===== src/lrn_across_channels_macros.svh =====
// Assertion helpers used by lrn_ctrl.sv.
`ifndef LRN_ACROSS_CHANNELS_MACROS_SVH
`define LRN_ACROSS_CHANNELS_MACROS_SVH

// Same-cycle implication, sampled on the rising clock, off during reset.
`define LRN_ASSERT_SAME(label, ante, cons) \
    label: assert property (@(posedge i_clk) disable iff (!i_rst_n) (ante) |-> (cons)) \
        else $error("lrn assertion failed");

// Next-cycle implication, sampled on the rising clock, off during reset.
`define LRN_ASSERT_NEXT(label, ante, cons) \
    label: assert property (@(posedge i_clk) disable iff (!i_rst_n) (ante) |=> (cons)) \
        else $error("lrn assertion failed");

`endif


===== src/lrn_pkg.sv =====
package lrn_pkg;

    localparam int SUM_W      = 36;
    localparam int D_W        = 38;
    localparam int FRAC_W     = 20;
    localparam int MAX_OUT    = 8;
    localparam int MAX_WINDOW = 15;
    localparam int DLY_DEPTH  = 16;
    localparam int DLY_AW     = 4;

    localparam logic [1:0] CFG_WINDOW = 2'd0;
    localparam logic [1:0] CFG_ALPHA  = 2'd1;
    localparam logic [1:0] CFG_BETA   = 2'd2;
    localparam logic [1:0] CFG_BIAS   = 2'd3;

    localparam logic [3:0]  RST_WINDOW = 4'd5;
    localparam logic [31:0] RST_ALPHA  = 32'd429497;
    localparam logic [15:0] RST_BETA   = 16'd12288;
    localparam logic [15:0] RST_BIAS   = 16'd512;

    typedef struct packed {
        logic              load;
        logic              acc;
        logic              acc_sub;
        logic              fl_sub;
        logic              sq_re;
        logic              x_re;
        logic [DLY_AW-1:0] wr_addr;
        logic [DLY_AW-1:0] sq_addr;
        logic [DLY_AW-1:0] x_addr;
        logic              start;
        logic              push;
        logic              push_last;
        logic              clear;
    } t_cmd;

    typedef struct packed {
        logic norm_busy;
        logic out_free;
    } t_sts;

    typedef logic [29:0] t_rom [0:FRAC_W];

    function automatic logic [63:0] f_isqrt(input logic [63:0] v);
        logic [63:0] rem;
        logic [63:0] res;
        logic [63:0] bit_w;
        rem   = v;
        res   = '0;
        bit_w = 64'd1 << 62;
        for (int k = 0; k < 32; k++) begin
            if (bit_w != 0) begin
                if (bit_w <= rem || res != 0) begin
                    if (rem >= res + bit_w) begin
                        rem = rem - (res + bit_w);
                        res = (res >> 1) + bit_w;
                    end else begin
                        res = res >> 1;
                    end
                end
                bit_w = bit_w >> 2;
            end
        end
        return res;
    endfunction

    // Entry i approximates 2^(-2^-i) in Q0.30.
    function automatic t_rom f_build_rom();
        t_rom        rom;
        logic [63:0] prev;
        prev   = 64'd1 << 29;
        rom[0] = prev[29:0];
        for (int i = 1; i <= FRAC_W; i++) begin
            prev   = f_isqrt(prev << 30);
            rom[i] = prev[29:0];
        end
        return rom;
    endfunction

    localparam t_rom EXP_ROM = f_build_rom();

endpackage


===== src/lrn_ctrl.sv =====
`include "lrn_across_channels_macros.svh"

module lrn_ctrl #(
    parameter int MAX_CHANNELS = 256
) (
    input  logic          i_clk,
    input  logic          i_rst_n,
    input  logic          i_valid,
    input  logic          i_last,
    output logic          o_ready,
    input  logic [2:0]    i_h,
    input  lrn_pkg::t_sts i_sts,
    output lrn_pkg::t_cmd o_cmd
);

    localparam int CW = $clog2(MAX_CHANNELS + 1);
    localparam int XW = CW + 4;

    typedef enum logic [6:0] {
        S_IDLE   = 7'b0000001,
        S_ACC    = 7'b0000010,
        S_START  = 7'b0000100,
        S_WAIT   = 7'b0001000,
        S_FL_CHK = 7'b0010000,
        S_FL_SUB = 7'b0100000,
        S_DONE   = 7'b1000000
    } t_state;

    t_state        r_state;
    t_state        n_state;
    logic [CW-1:0] r_c;
    logic [CW-1:0] r_em;
    logic [3:0]    r_nres;
    logic          r_last;

    lrn_pkg::t_cmd w_cmd;
    logic [XW-1:0] w_cx;
    logic [XW-1:0] w_ex;
    logic [XW-1:0] w_hx;
    logic [XW-1:0] w_old;
    logic [XW-1:0] w_fold;
    logic          w_more;

    assign w_cx   = XW'(r_c);
    assign w_ex   = XW'(r_em);
    assign w_hx   = XW'(i_h);
    assign w_old  = w_cx - (w_hx << 1) - 1'b1;
    assign w_fold = w_ex - w_hx - 1'b1;
    assign w_more = (w_ex + 1'b1 <= w_cx) && (r_nres + 1'b1 < 4'(lrn_pkg::MAX_OUT));

    always_comb begin
        w_cmd   = '0;
        n_state = r_state;
        o_ready = 1'b0;
        case (r_state)
            S_IDLE: begin
                o_ready = 1'b1;
                if (i_valid) begin
                    w_cmd.load    = 1'b1;
                    w_cmd.wr_addr = w_cx[3:0];
                    w_cmd.sq_re   = 1'b1;
                    w_cmd.sq_addr = w_old[3:0];
                    n_state       = S_ACC;
                end
            end
            S_ACC: begin
                w_cmd.acc     = 1'b1;
                w_cmd.acc_sub = (w_cx >= (w_hx << 1) + 1'b1);
                w_cmd.x_re    = 1'b1;
                w_cmd.x_addr  = w_ex[3:0];
                if ((w_cx >= w_hx) && (w_ex + w_hx <= w_cx)) begin
                    n_state = S_START;
                end else if (r_last) begin
                    n_state = S_FL_CHK;
                end else begin
                    n_state = S_DONE;
                end
            end
            S_START: begin
                w_cmd.start = 1'b1;
                n_state     = S_WAIT;
            end
            S_WAIT: begin
                if (!i_sts.norm_busy && i_sts.out_free) begin
                    w_cmd.push      = 1'b1;
                    w_cmd.push_last = r_last && !w_more;
                    n_state         = r_last ? S_FL_CHK : S_DONE;
                end
            end
            S_FL_CHK: begin
                if ((w_ex <= w_cx) && (r_nres < 4'(lrn_pkg::MAX_OUT))) begin
                    w_cmd.sq_re   = 1'b1;
                    w_cmd.sq_addr = w_fold[3:0];
                    n_state       = S_FL_SUB;
                end else begin
                    n_state = S_DONE;
                end
            end
            S_FL_SUB: begin
                // Drop the channel that leaves the window at the bottom edge.
                w_cmd.fl_sub = (w_ex + w_hx > w_cx) && (w_ex >= w_hx + 1'b1);
                w_cmd.x_re   = 1'b1;
                w_cmd.x_addr = w_ex[3:0];
                n_state      = S_START;
            end
            S_DONE: begin
                w_cmd.clear = r_last;
                n_state     = S_IDLE;
            end
            default: begin
                n_state = S_IDLE;
            end
        endcase
    end

    always_ff @(posedge i_clk) begin
        if (!i_rst_n) begin
            r_state <= S_IDLE;
            r_c     <= '0;
            r_em    <= '0;
            r_nres  <= '0;
            r_last  <= 1'b0;
        end else begin
            r_state <= n_state;
            if (w_cmd.load) begin
                r_nres <= '0;
                r_last <= i_last || (w_cx + 1'b1 >= XW'(MAX_CHANNELS));
            end
            if (w_cmd.push) begin
                r_em   <= r_em + 1'b1;
                r_nres <= r_nres + 1'b1;
            end
            if (r_state == S_DONE) begin
                if (r_last) begin
                    r_c  <= '0;
                    r_em <= '0;
                end else begin
                    r_c <= r_c + 1'b1;
                end
            end
        end
    end

    assign o_cmd = w_cmd;

    `LRN_ASSERT_SAME(a_push_free, w_cmd.push, i_sts.out_free)
    `LRN_ASSERT_SAME(a_start_idle, w_cmd.start, !i_sts.norm_busy)
    `LRN_ASSERT_SAME(a_nres_cap, w_cmd.push, r_nres < 4'(lrn_pkg::MAX_OUT))
    `LRN_ASSERT_NEXT(a_accept_acc, (r_state == S_IDLE) && i_valid, r_state == S_ACC)

endmodule


===== config.mk =====
export PLATFORM = sky130hd
export DESIGN_NAME = lrn_ctrl
export DESIGN_NICKNAME = d
export VERILOG_FILES = /design/src/lrn_pkg.sv /design/src/lrn_ctrl.sv
export VERILOG_INCLUDE_DIRS = /design/src /design/src/src
export SDC_FILE = /design/constraint.sdc
export NUM_CORES = 1
export LEC_CHECK = 0
export BUFFER_PORTS_ARGS = -buffer_cell sky130_fd_sc_hd__buf_2
export CAP_MARGIN = 0
export CORE_UTILIZATION = 45
export CTS_BUF_LIST = sky130_fd_sc_hd__clkbuf_16
export DETAILED_ROUTE_END_ITERATION = 8
export HOLD_SLACK_MARGIN = 0.03
export PLACE_DENSITY = 0.67
export REMOVE_ABC_BUFFERS = 1
export SLEW_MARGIN = 25
export SYNTH_ARGS = -nofsm -noshare
export SYNTH_HDL_FRONTEND = slang
export SYNTH_SLANG_ARGS = --single-unit

===== constraint.sdc =====
create_clock -name i_clk -period 2.8 [get_ports i_clk]
set_input_delay 0.28 -clock i_clk [delete_from_list [all_inputs] [get_ports i_clk]]
set_output_delay 0.28 -clock i_clk [all_outputs]
set_load 0.005 [all_outputs]

Word-level counts from Yosys, hierarchy flattened:

Index checks and enable logic that the tools add are counted.

* magnitude comparators: 10
* reduce and logical (&&, ||, !) cells: 12
* multiplexer cells: 29
* equality and inequality tests: 9
* $add $sub $neg: 12

Operators with widths (count)
* $pmux W7 S6: 1
* $mux W9: 4
* $mux W7: 5
* $add A9 B1 Y10 const B: 2
* $le A10 B9 Y1: 2
* $mux W4: 5
* $add A9 B1 Y9 const B: 2
* $add A9 B3 Y10: 1
* $ge A10 B9 Y1 const B: 1
* $gt A10 B9 Y1: 1
* $ge A9 B3 Y1: 1
* $ge A9 B4 Y1: 1
* $ge A9 B5 Y1: 1
* $le A9 B9 Y1: 1
* $lt A4 B4 Y1 const B: 2
* $mux W1: 8
* $mux W8: 1
* $pmux W4 S2: 1
* $sub A4 B2 Y4 const B: 2
* $eq A7 B1 Y1 const B: 1
* $eq A7 B2 Y1 const B: 1
* $eq A7 B3 Y1 const B: 1
* $eq A7 B4 Y1 const B: 1
* $eq A7 B5 Y1 const B: 1
* other kinds (16): 25

* flip-flop bits (word level): 30
* word-level logic and storage cells: 77
* input port bits: 9

Depth between registers and ports, before layout:

Gate-level depths: netlist (run 1).

* word-level depth: 10
* mapped depth: 14
* mapped depth without buffers: 14

Worst setup path after synthesis (run 1):

OpenSTA, ideal clock, no wires.

* path type: flip-flop to flip-flop
* from: reg r_em[1]
* to: reg r_state[2]
* data arrival time: 2.885 ns
* stages on the path, launching flop included: 12
* slack: -0.171 ns
* cells stage by stage: dfxtp_1 ha_1 o31ai_1 nand3_1 xnor2_1 ha_1 a21o_1 a21oi_1 nand4_1 a32o_1 or3_1 a211oi_1

* longest elaborated chain between the ends: 5

Ends and longest elaborated chain
* from (decl): line lrn_ctrl.sv:32 `logic [CW-1:0] r_em;`
* from (signal assigned): line lrn_ctrl.sv:130 `r_em <= r_em + 1'b1;`
* $add A9 B3 Y10: line lrn_ctrl.sv:71 `if ((w_cx >= w_hx) && (w_ex + w_hx <= w_cx)) begin`
* $le A10 B9 Y1: line lrn_ctrl.sv:71
* $logic_and A1 B1 Y1: line lrn_ctrl.sv:71
* $mux W7: line lrn_ctrl.sv:71
* $pmux W7 S6: line lrn_ctrl.sv:55 `case (r_state)`
* to (signal assigned): line lrn_ctrl.sv:124 `r_state <= n_state;`
* to (decl): line lrn_ctrl.sv:29 `t_state r_state;`

No other way between the ends.
A chain may end at the register's enable or synchronous reset.

==> results.txt, run 1 <==
Yosys top cell area share - 20.6%
Syn Inst Count - 356
Worst slew pin tran - 1100 ps
Core Rows - 28
Worst min path class - in -> reg
Inserted Clock Buffers - 5
Sw Ratio - 26.1%
Worst-Skew Late Latency - 280 ps
Root buffer cell - clkbuf_16
Max Root-Sink Buffers - 2
Synth cell types - 57
Routed wire per std cell - 16.8 um
Number of global-route vias before repair - 2708
Tmin final - 3010 ps
PwrDens - 346 nW/um2
Most frequent cell after synthesis - ha_1
Failing checks - negative setup slack
H-tree Lvls - 2
Area contributors post-synth - dfxtp_1 (21%), ha_1 (21%), xnor2_1 (6.9%), nor2_1 (5.4%), xor2_1 (4.2%)
First-pass GRT wire length - 13400 um
Final WL - 8290 um
Peak VDD IR - 0.417 mV
Post-Synth Simple-Gate Area - 24.6%
DRC - 0
Max FO, Critical Path - 3
Pre-antenna DRT Iters - 5
Gr usage total - 26.6%
Top FF cell, synth - dfxtp_1
Synthesized flop and latch total - 30
Number of setup violations in the final report - 3
Initial Util - 48.0%
Yosys top cell by area - dfxtp_1
LEAKAGE - 1.74 nW
Via density - 5.77
Sequential share of the synthesized area - 20.6%
Core ar. - 6060 um2
Largest net degree at the start of global routing - 17
Gr ovfl total - 0
Critical Path Source Type - flop
Crit Path Category - reg -> out
Slew margin rel. - 24.5%
Total power - 0.00129 W
Die width - 82.4 um
Fin crit share - 108%
Die ar. - 6790 um2
Finished Core Util - 61.6%
Post-synthesis async set-or-reset flop share - 0%
Main combinational cell family by area after synthesis - simple AND/OR/NAND/NOR gates
Final hold vios - 0
WP data required - 2520 ps
Synthesis Warnings - 0
Crit path arrival time - 2730 ps
Clock Sinks - 30
Compound-cell area share of the yosys netlist - 13.2%
Syn Std Cell Area - 2910 um2
Vias - 2847
Detailed Route Iter0 Violations - 147
RSZ-0062 raised after global routing - true
Mux cell area share after synthesis - 1.03%
CTS tree - yes
Sequential Power Share - 35.3%
Cell internal pwr - 0.000954 W
Clock-pin slew on the worst setup and hold paths - 50 ps
Adder-Cell Fraction of Synth Area - 22.7%
Worst R2R Setup Slack - -120 ps
Antenna viol nets, final - 0
Worst Clk Skew - 4.36 ps
Layout area overhead - 28.3%
EDFF count, synth - 0
Layout cells sized above 1 - 27.5%
Antenna diodes - 0
Port Buf Inserts - 31
CP Capture Type - output port
Synth Area in XOR/XNOR - 11.1%
Post-synth top cells - ha_1 (48), nor2_1 (42), dfxtp_1 (30), inv_1 (26), xnor2_1 (23)
Initial antenna violation count - 0
# IOs - 32
Die Y - 82.4 um
Mean Syn Cell Area - 8.17 um2
Logic pwr share - 18.4%
Sw Pwr - 0.000337 W
PnR worst setup slack - -215 ps
Max-Cap Viols - 0
Gp weighted congestion - 0.828
Dpl hpwl - 6020 um
F_max - 332 MHz
Status - finished with violations
Fin nets - 478
Final Max Slew Viols - 0
Clock power frac - 46.3%
-- cell families (layout without fill, tap and decap cells) --
kind of cell    count (synthesis)  count (layout)
simple gates                  137             137
compound gates                 58              58
fa+ha+maj                      51              51
buf+inv                        40             102
xor+xnor                       37              37
flops                          30              30
mux                             3               3
-- stage by stage --
stage | setup TNS (ps) | cells | setup slack [ps] | cell area [um2] | hold slack, ps
after floorplan | -684 | 343 | -364 | 2820 | 356
after global placement | -694 | 482 | -253 | 3330 | 509
after detailed placement | -936 | 482 | -331 | 3330 | 520
after CTS | -392 | 493 | -211 | 3660 | 236
after global routing | -840 | 493 | -321 | 3730 | 245
final | -402 | 493 | -215 | 3730 | 239
-- cells in the final DEF (no fill, tap or decap), types with 3 or more instances in the layout --
| cell | instances |
|---|---|
| ha_1 | 42 |
| nor2_1 | 40 |
| buf_4 | 34 |
| buf_2 | 31 |
| dfxtp_1 | 26 |
| inv_1 | 23 |
| xnor2_1 | 22 |
| nand3_1 | 17 |
| nand2_1 | 17 |
| xor2_1 | 14 |
| a21oi_1 | 11 |
| nand4_1 | 10 |
| o21ai_0 | 8 |
| and3_1 | 6 |
| nand2b_1 | 6 |
| nor3_1 | 6 |
| nor2b_1 | 5 |
| a21o_1 | 5 |
| ha_4 | 5 |
| clkbuf_16 | 5 |
| and2_1 | 4 |
| o22ai_1 | 4 |
| nor4_1 | 3 |
| a21oi_2 | 3 |
| mux2i_1 | 3 |
-- flip-flops by register name (all words and copies together) (netlist names) --
register and flops:
r_c 9, r_em 9, r_last 1, r_nres 4, r_state 7
-- worst paths after layout --
path              startpoint         end  depth (start not counted)
hold / removal       i_rst_n  r_state[0]                          2
setup reg to reg     r_em[0]  r_state[2]                         14
setup / recovery     r_em[0]   o_cmd[18]                         13
hold reg to reg    r_nres[1]   r_nres[1]                          2
-- timing repair --
action,4_1_cts,5_1_grt
gates resized for setup,32,19
buffers inserted,4,0
pin swaps,17,17
hold buffers,0,0
setup endpoints to repair,5,10
-- area by class of cell --
class                           instances  area (um2)
Clock buffer                            5         125
Clock inverter                          2        33.8
Fill cell                             535        2330
Inverter                               27         106
Multi-Input combinational cell        286        2310
Sequential cell                        30         611
Tap cell                               75        93.8
Timing Repair Buffer                   68         453
-- metal layers --
layer	GRT usage [%]	wire, um	vias to the layer above
met4	8.60	172	0
li1	-	-	1374
met5	0	0	-
met2	46.0	3990	91
met3	3.52	382	16
met1	34.0	3750	1366
-- power groups by stage --
stage	Combinational, W	Sequential, W	Clock [W]
after detailed placement	0.000217	0.000465	0
after CTS	0.000232	0.000455	0.000605
after global placement	0.000213	0.000466	0
final	0.000237	0.000456	0.000597
after global routing	0.000265	0.000457	0.000622
after floorplan	0.000134	0.000460	0
-- worst max-delay path, stage by stage (launching register included) --
cell and delay [ps]:
dfxtp_2 340, ha_4 130, inv_4 40, fa_2 360, o21bai_4 170, nand2_2 70
xnor2_1 130, ha_1 320, nand4_1 110, o21bai_1 130, nand4_1 110, a32o_2 260
nor4bb_4 150, buf_2 130
Power figures use the tool's default switching activity.
==> run 2, diff against run 1 <==
Settings changed: PLACE_DENSITY 0.67 to default, PLACE_DENSITY_LB_ADDON from default to 0.1.
Clock period 2.8 ns to 2.6 ns, I/O delays scaled along.
==> results.txt, run 2 (synthesis results as in run 1) <==
PnR worst setup slack - -427 ps (-212 ps)
Layout area overhead - 33.8%
WP data required - 2340 ps (-180 ps)
Fin nets - 495 (+3.6%)
Number of setup violations in the final report - 5 (+2)
Worst Clk Skew - 4.69 ps (+0.331 ps)
Cell internal pwr - 0.000947 W (-0.78%)
Antenna viol nets, final - 0 (unchanged)
Sequential Power Share - 37.1% (+1.8 points)
Crit path arrival time - 2770 ps (+40 ps)
WHS Path Cells - 2 (unchanged)
Slowest stage delay, CP - 360 ps (about the same)
Peak VDD IR - 0.275 mV (-34%)
Clock-pin slew on the worst setup and hold paths - 50 ps (about the same)
Final WL - 8390 um (+1.2%)
RSZ-0062 raised after global routing - true
Max FO, Critical Path - 3 (unchanged)
Gr usage total - 26.3% (-0.35 points)
Die width - 82.4 um (unchanged)
First-pass GRT wire length - 13200 um (-1.5%)
Sw Pwr - 0.000375 W (+11%)
FF-to-FF path depth - 12 (-2)
Initial antenna violation count - 0 (unchanged)
Dpl hpwl - 6230 um (+3.5%)
Routed wire per std cell - 16.4 um (-2.4%)
Most common cell after layout, fill and taps aside - buf_4
Critical Path Source Type - flop
Layout cells sized above 1 - 31.2% (+3.7 points)
Initial Util - 48.0% (unchanged)
PwrDens - 339 nW/um2 (-1.8%)
Crit path top cell by count - buf_4
Die ar. - 6790 um2 (unchanged)
Dpl ws - -604 ps (-273 ps)
# IOs - 32 (unchanged)
Worst-Skew Late Latency - 270 ps (about the same)
Final Max Slew Viols - 0 (unchanged)
Via density - 5.50 (-4.7%)
Final hold vios - 0 (unchanged)
Worst slew pin tran - 454 ps (-650 ps)
F_max - 330 MHz
Clock Sinks - 30 (unchanged)
Core Rows - 28 (unchanged)
Min-Delay Startpoint - i_rst_n
CTS tree - yes
Top flop regs - r_c x9, r_em x9, r_state x7
Gr ovfl total - 0 (unchanged)
Setup TNS - -1080 ps (-682 ps)
Failing checks - negative setup slack
Detailed Route Iter0 Violations - 156 (+6.1%)
FF-to-FF End - r_state[2]
Hold buffers post-CTS - 0 (unchanged)
Fin crit share - 116%
Root buffer cell - clkbuf_16
Antenna diodes - 0 (unchanged)
Sw Ratio - 28.4% (+2.3 points)
Worst min path class - in -> reg
Largest net degree at the start of global routing - 17 (unchanged)
Pre-antenna DRT Iters - 4 (-1)
Port Buf Inserts - 31 (unchanged)
Status - finished with violations
Die Y - 82.4 um (unchanged)
Clock power frac - 41.9% (-4.4 points)
Total power - 0.00132 W (+2.4%)
Gp weighted congestion - 0.896 (+8.1%)
H-tree Lvls - 2 (unchanged)
Tmin final - 3030 ps
Number of global-route vias before repair - 2721 (+0.48%)
CP max-delay cell - dfxtp_4
Max Root-Sink Buffers - 2 (unchanged)
DRC - 0 (unchanged)
Crit Path Category - reg -> out
Most frequent cells in the layout - buf_4 (47), ha_1 (42), nor2_1 (40)
Logic pwr share - 21.0% (+2.6 points)
Max-Cap Viols - 0 (unchanged)
LEAKAGE - 1.84 nW (+5.3%)
Critical-path cell list - ha_4 > buf_4 > buf_4 > o21bai_4 > nand2_2 > xnor2_1 > ha_1 > nand4_1 > nor2_2 > a32oi_1 > a32o_2 > nor4bb_4 > buf_2
Vias - 2811 (-1.3%)
Reg-to-Reg Start - r_em[2]
Hold Path End - r_state[0]
Inserted Clock Buffers - 5 (unchanged)
Core ar. - 6060 um2 (unchanged)
Worst R2R Setup Slack - -360 ps (-240 ps)
Slew margin rel. - 69.3% (+45 points)
CP Capture Type - output port
## run 2: cell types whose count changed in the layout (fill, tap and decap cells not counted), moves of 3 or more
cell     previous run  this run
buf_4              34        47
buf_6               2         5
o22ai_1             4         1
o22ai_2             0         3
## run 2: worst max-delay path by stage
stage | startpoint | endpoint | cells past startpoint
after floorplan | r_em[2] | r_state[2] | 11
after global placement | i_h[2] | r_state[2] | 13
after detailed placement | i_h[2] | r_state[2] | 13
after CTS | r_em[0] | o_cmd[18] | 13
after global routing | r_em[2] | o_cmd[18] | 13
final | r_em[2] | o_cmd[18] | 13
## run 2: what timing repair did
item                                    4_1_cts  5_1_grt
endpoints found under the setup margin        5       10
gates cloned                                  0        0
gates resized for setup                      42       21
buffers inserted                              5        5
pin swaps                                    25       27
## run 2: area by class of cell
class | count | area, um2
multi-input cells | 286 | 2350
inverters | 27 | 104
clock buffers | 5 | 125
well taps | 75 | 93.8
flip-flops and latches | 30 | 609
repair buffers | 85 | 594
fillers | 533 | 2170
clock inverters | 3 | 16.3
## run 2: power groups by stage
stage,logic (W),registers (W),clock network [W]
floorplan,0.000145,0.000495,0
finish,0.000278,0.000491,0.000553
detailed placement,0.000248,0.000502,0
global placement,0.000246,0.000502,0
global route,0.000307,0.000493,0.000578
CTS,0.000264,0.000491,0.000567
## run 2: per-layer routing
| layer | vias to the layer above | global-route usage [%] | share of wire, % |
|---|---|---|---|
| met5 | - | 0 | 0 |
| met2 | 59 | 43.9 | 48 |
| met1 | 1323 | 33.8 | 45 |
| met4 | 0 | 8.07 | 1.7 |
| li1 | 1413 | - | - |
| met3 | 16 | 5.16 | 4.8 |
## run 2: per-stage QoR
stage	hold WS, ps	instance area [um2]	instances	util (%)
final	227	3890	511	64.2
after global routing	247	3890	511	64.2
after CTS	230	3740	506	61.8
after detailed placement	513	3400	493	56.0
after global placement	513	3400	493	56.0
after floorplan	336	2820	343	-
## run 2: worst max-delay path, delay by kind of cell (launching register included)
kind                     cells  cell delay, ps
AO/OA/AOI/OAI                3             550
AND/OR/NAND/NOR              4             470
buffers and inverters        3             430
adder cells (fa/ha/maj)      2             560
flip-flops                   1             360
XOR/XNOR                     1             120
==> run 3, diff against run 2 <==
Settings changed: CTS_CLUSTER_DIAMETER from default to 120, SKIP_CTS_REPAIR_TIMING from default to 1.
==> results.txt, run 3 (synthesis results as in run 1) <==
Status - finished with violations
Failing checks - negative setup slack
First-pass GRT wire length - 12600 um (-4.6%)
Gp weighted congestion - 0.896 (unchanged)
Most frequent cells in the layout - buf_4 (46), ha_1 (41), nor2_1 (40)
Crit Path Category - reg -> out
FF-to-FF path depth - 12 (unchanged)
Fin crit share - 118% (+1.6 points)
Largest net degree at the start of global routing - 17 (unchanged)
CP max-delay cell - dfxtp_4
Top flop regs - r_c x9, r_em x9, r_state x7
WHS Path Cells - 2 (unchanged)
Slew margin rel. - 70.1% (+0.75 points)
CP Capture Type - output port
Layout area overhead - 32.8%
Number of global-route vias before repair - 2608 (-4.2%)
Max-Cap Viols - 0 (unchanged)
Worst-Skew Late Latency - 270 ps (about the same)
LEAKAGE - 1.80 nW (-1.7%)
Antenna diodes - 0 (unchanged)
Root buffer cell - clkbuf_16
# IOs - 32 (unchanged)
Layout cells sized above 1 - 30.3% (-0.87 points)
FILL cells - 543 (+1.9%)
Worst R2R Setup Slack - -450 ps (-90 ps)
Detailed Route Iter0 Violations - 146 (-6.4%)
CTS tree - yes
DRC - 0 (unchanged)
Non-Filler Instances - 507 (-0.78%)
Worst min path class - in -> reg
Port Buf Inserts - 31 (unchanged)
Initial Util - 48.0% (unchanged)
WP data required - 2340 ps (about the same)
Die ar. - 6790 um2 (unchanged)
Max Root-Sink Buffers - 2 (unchanged)
Via density - 5.54 (+0.79%)
Slowest stage delay, CP - 360 ps (about the same)
Peak VDD IR - 0.277 mV (+0.70%)
Initial antenna violation count - 0 (unchanged)
Number of setup violations in the final report - 5 (unchanged)
Fin area - 3860 um2 (-0.80%)
Hold Path End - r_state[0]
Core Rows - 28 (unchanged)
Critical-path cell list - ha_4 > o31ai_4 > nand3_1 > xnor2_1 > ha_1 > a21o_1 > a21oi_2 > nand4_1 > a32o_2 > nor4bb_4 > buf_2
RSZ-0062 raised after global routing - true
Worst Clk Skew - 5.32 ps (+0.633 ps)
Gr ovfl total - 0 (unchanged)
Min-Delay Startpoint - i_rst_n
Antenna viol nets, final - 0 (unchanged)
PwrDens - 343 nW/um2 (+0.89%)
H-tree Lvls - 2 (unchanged)
Gr usage total - 25.1% (-1.2 points)
Total power - 0.00132 W (about the same)
Crit path arrival time - 2810 ps (+40 ps)
Tmin final - 3070 ps (+40.4 ps)
Final Max Slew Viols - 0 (unchanged)
F_max - 326 MHz (-1.3%)
Core ar. - 6060 um2 (unchanged)
Worst hold slack - 229 ps (+1.84 ps)
Multi-input combinational cell area - 2350 um2 (+0.11%)
Final hold vios - 0 (unchanged)
Critical Path Source Type - flop
Die width - 82.4 um (unchanged)
Reg-to-Reg Start - r_em[2]
Clock Sinks - 30 (unchanged)
Clock-pin slew on the worst setup and hold paths - 50 ps (about the same)
DP Area - 3400 um2 (unchanged)
Finished Core Util - 63.7% (-0.52 points)
Vias - 2811 (unchanged)
Dpl hpwl - 6230 um (unchanged)
Post-Place Cells - 493 (unchanged)
FF/Latch Area - 609 um2 (unchanged)
Worst slew pin tran - 443 ps (-11.0 ps)
Most common cell after layout, fill and taps aside - buf_4
Fin nets - 491 (-0.81%)
Max FO, Critical Path - 3 (unchanged)
Die Y - 82.4 um (unchanged)
FF-to-FF End - r_state[2]
PnR worst setup slack - -467 ps (-40.4 ps)
Routed wire per std cell - 16.5 um (+0.27%)
Pre-antenna DRT Iters - 4 (unchanged)
Final WL - 8350 um (-0.51%)
Inserted Clock Buffers - 5 (unchanged)
[run 3: routing by layer]
metal,GRT usage [%],up-vias,part of all wire [%]
met5,0,-,0
met4,6.49,0,0.95
met3,4.95,11,5.5
met2,41.7,86,48
met1,33.0,1312,46
li1,-,1402,-
[run 3: per-stage QoR]
stage,worst slack [ps],setup TNS (ps)
final,-467,-1360
after floorplan,-564,-1460
after CTS,-819,-2250
after global routing,-598,-1900
after global placement,-468,-1400
after detailed placement,-604,-1960
[run 3: critical path, delay by kind of cell, from the launching register on]
family	cells	cell delay, ps
AOI/OAI and AO/OA	4	920
xor gates and xnor gates	1	140
adders and majority gates	2	570
buffers and inverters	1	140
DFF	1	360
and+or+nand+nor	3	410
[run 3: how the worst max path moves through the flow]
stage / start / endpoint
4_1_cts: r_em[1] / o_cmd[18]
3_5_place_dp: i_h[2] / r_state[2]
2_1_floorplan: r_em[2] / r_state[2]
5_1_grt: r_em[2] / o_cmd[18]
3_3_place_gp: i_h[2] / r_state[2]
6_report: r_em[2] / o_cmd[18]
[run 3: power breakdown]
part           switching [W]  leakage (nW)  internal, W
registers          0.0000209         0.244     0.000470
clock network       0.000206        0.0672     0.000349
logic               0.000150          1.49     0.000127
total               0.000377          1.80     0.000946
[run 3: area by class of cell]
| class | count | area share, % |
|---|---|---|
| Timing Repair Buffer | 81 | 14.6 |
| Clock buffer | 5 | 3.24 |
| Multi-Input combinational cell | 286 | 60.9 |
| Tap cell | 75 | 2.43 |
| Clock inverter | 3 | 0.421 |
| Sequential cell | 30 | 15.8 |
| Inverter | 27 | 2.62 |
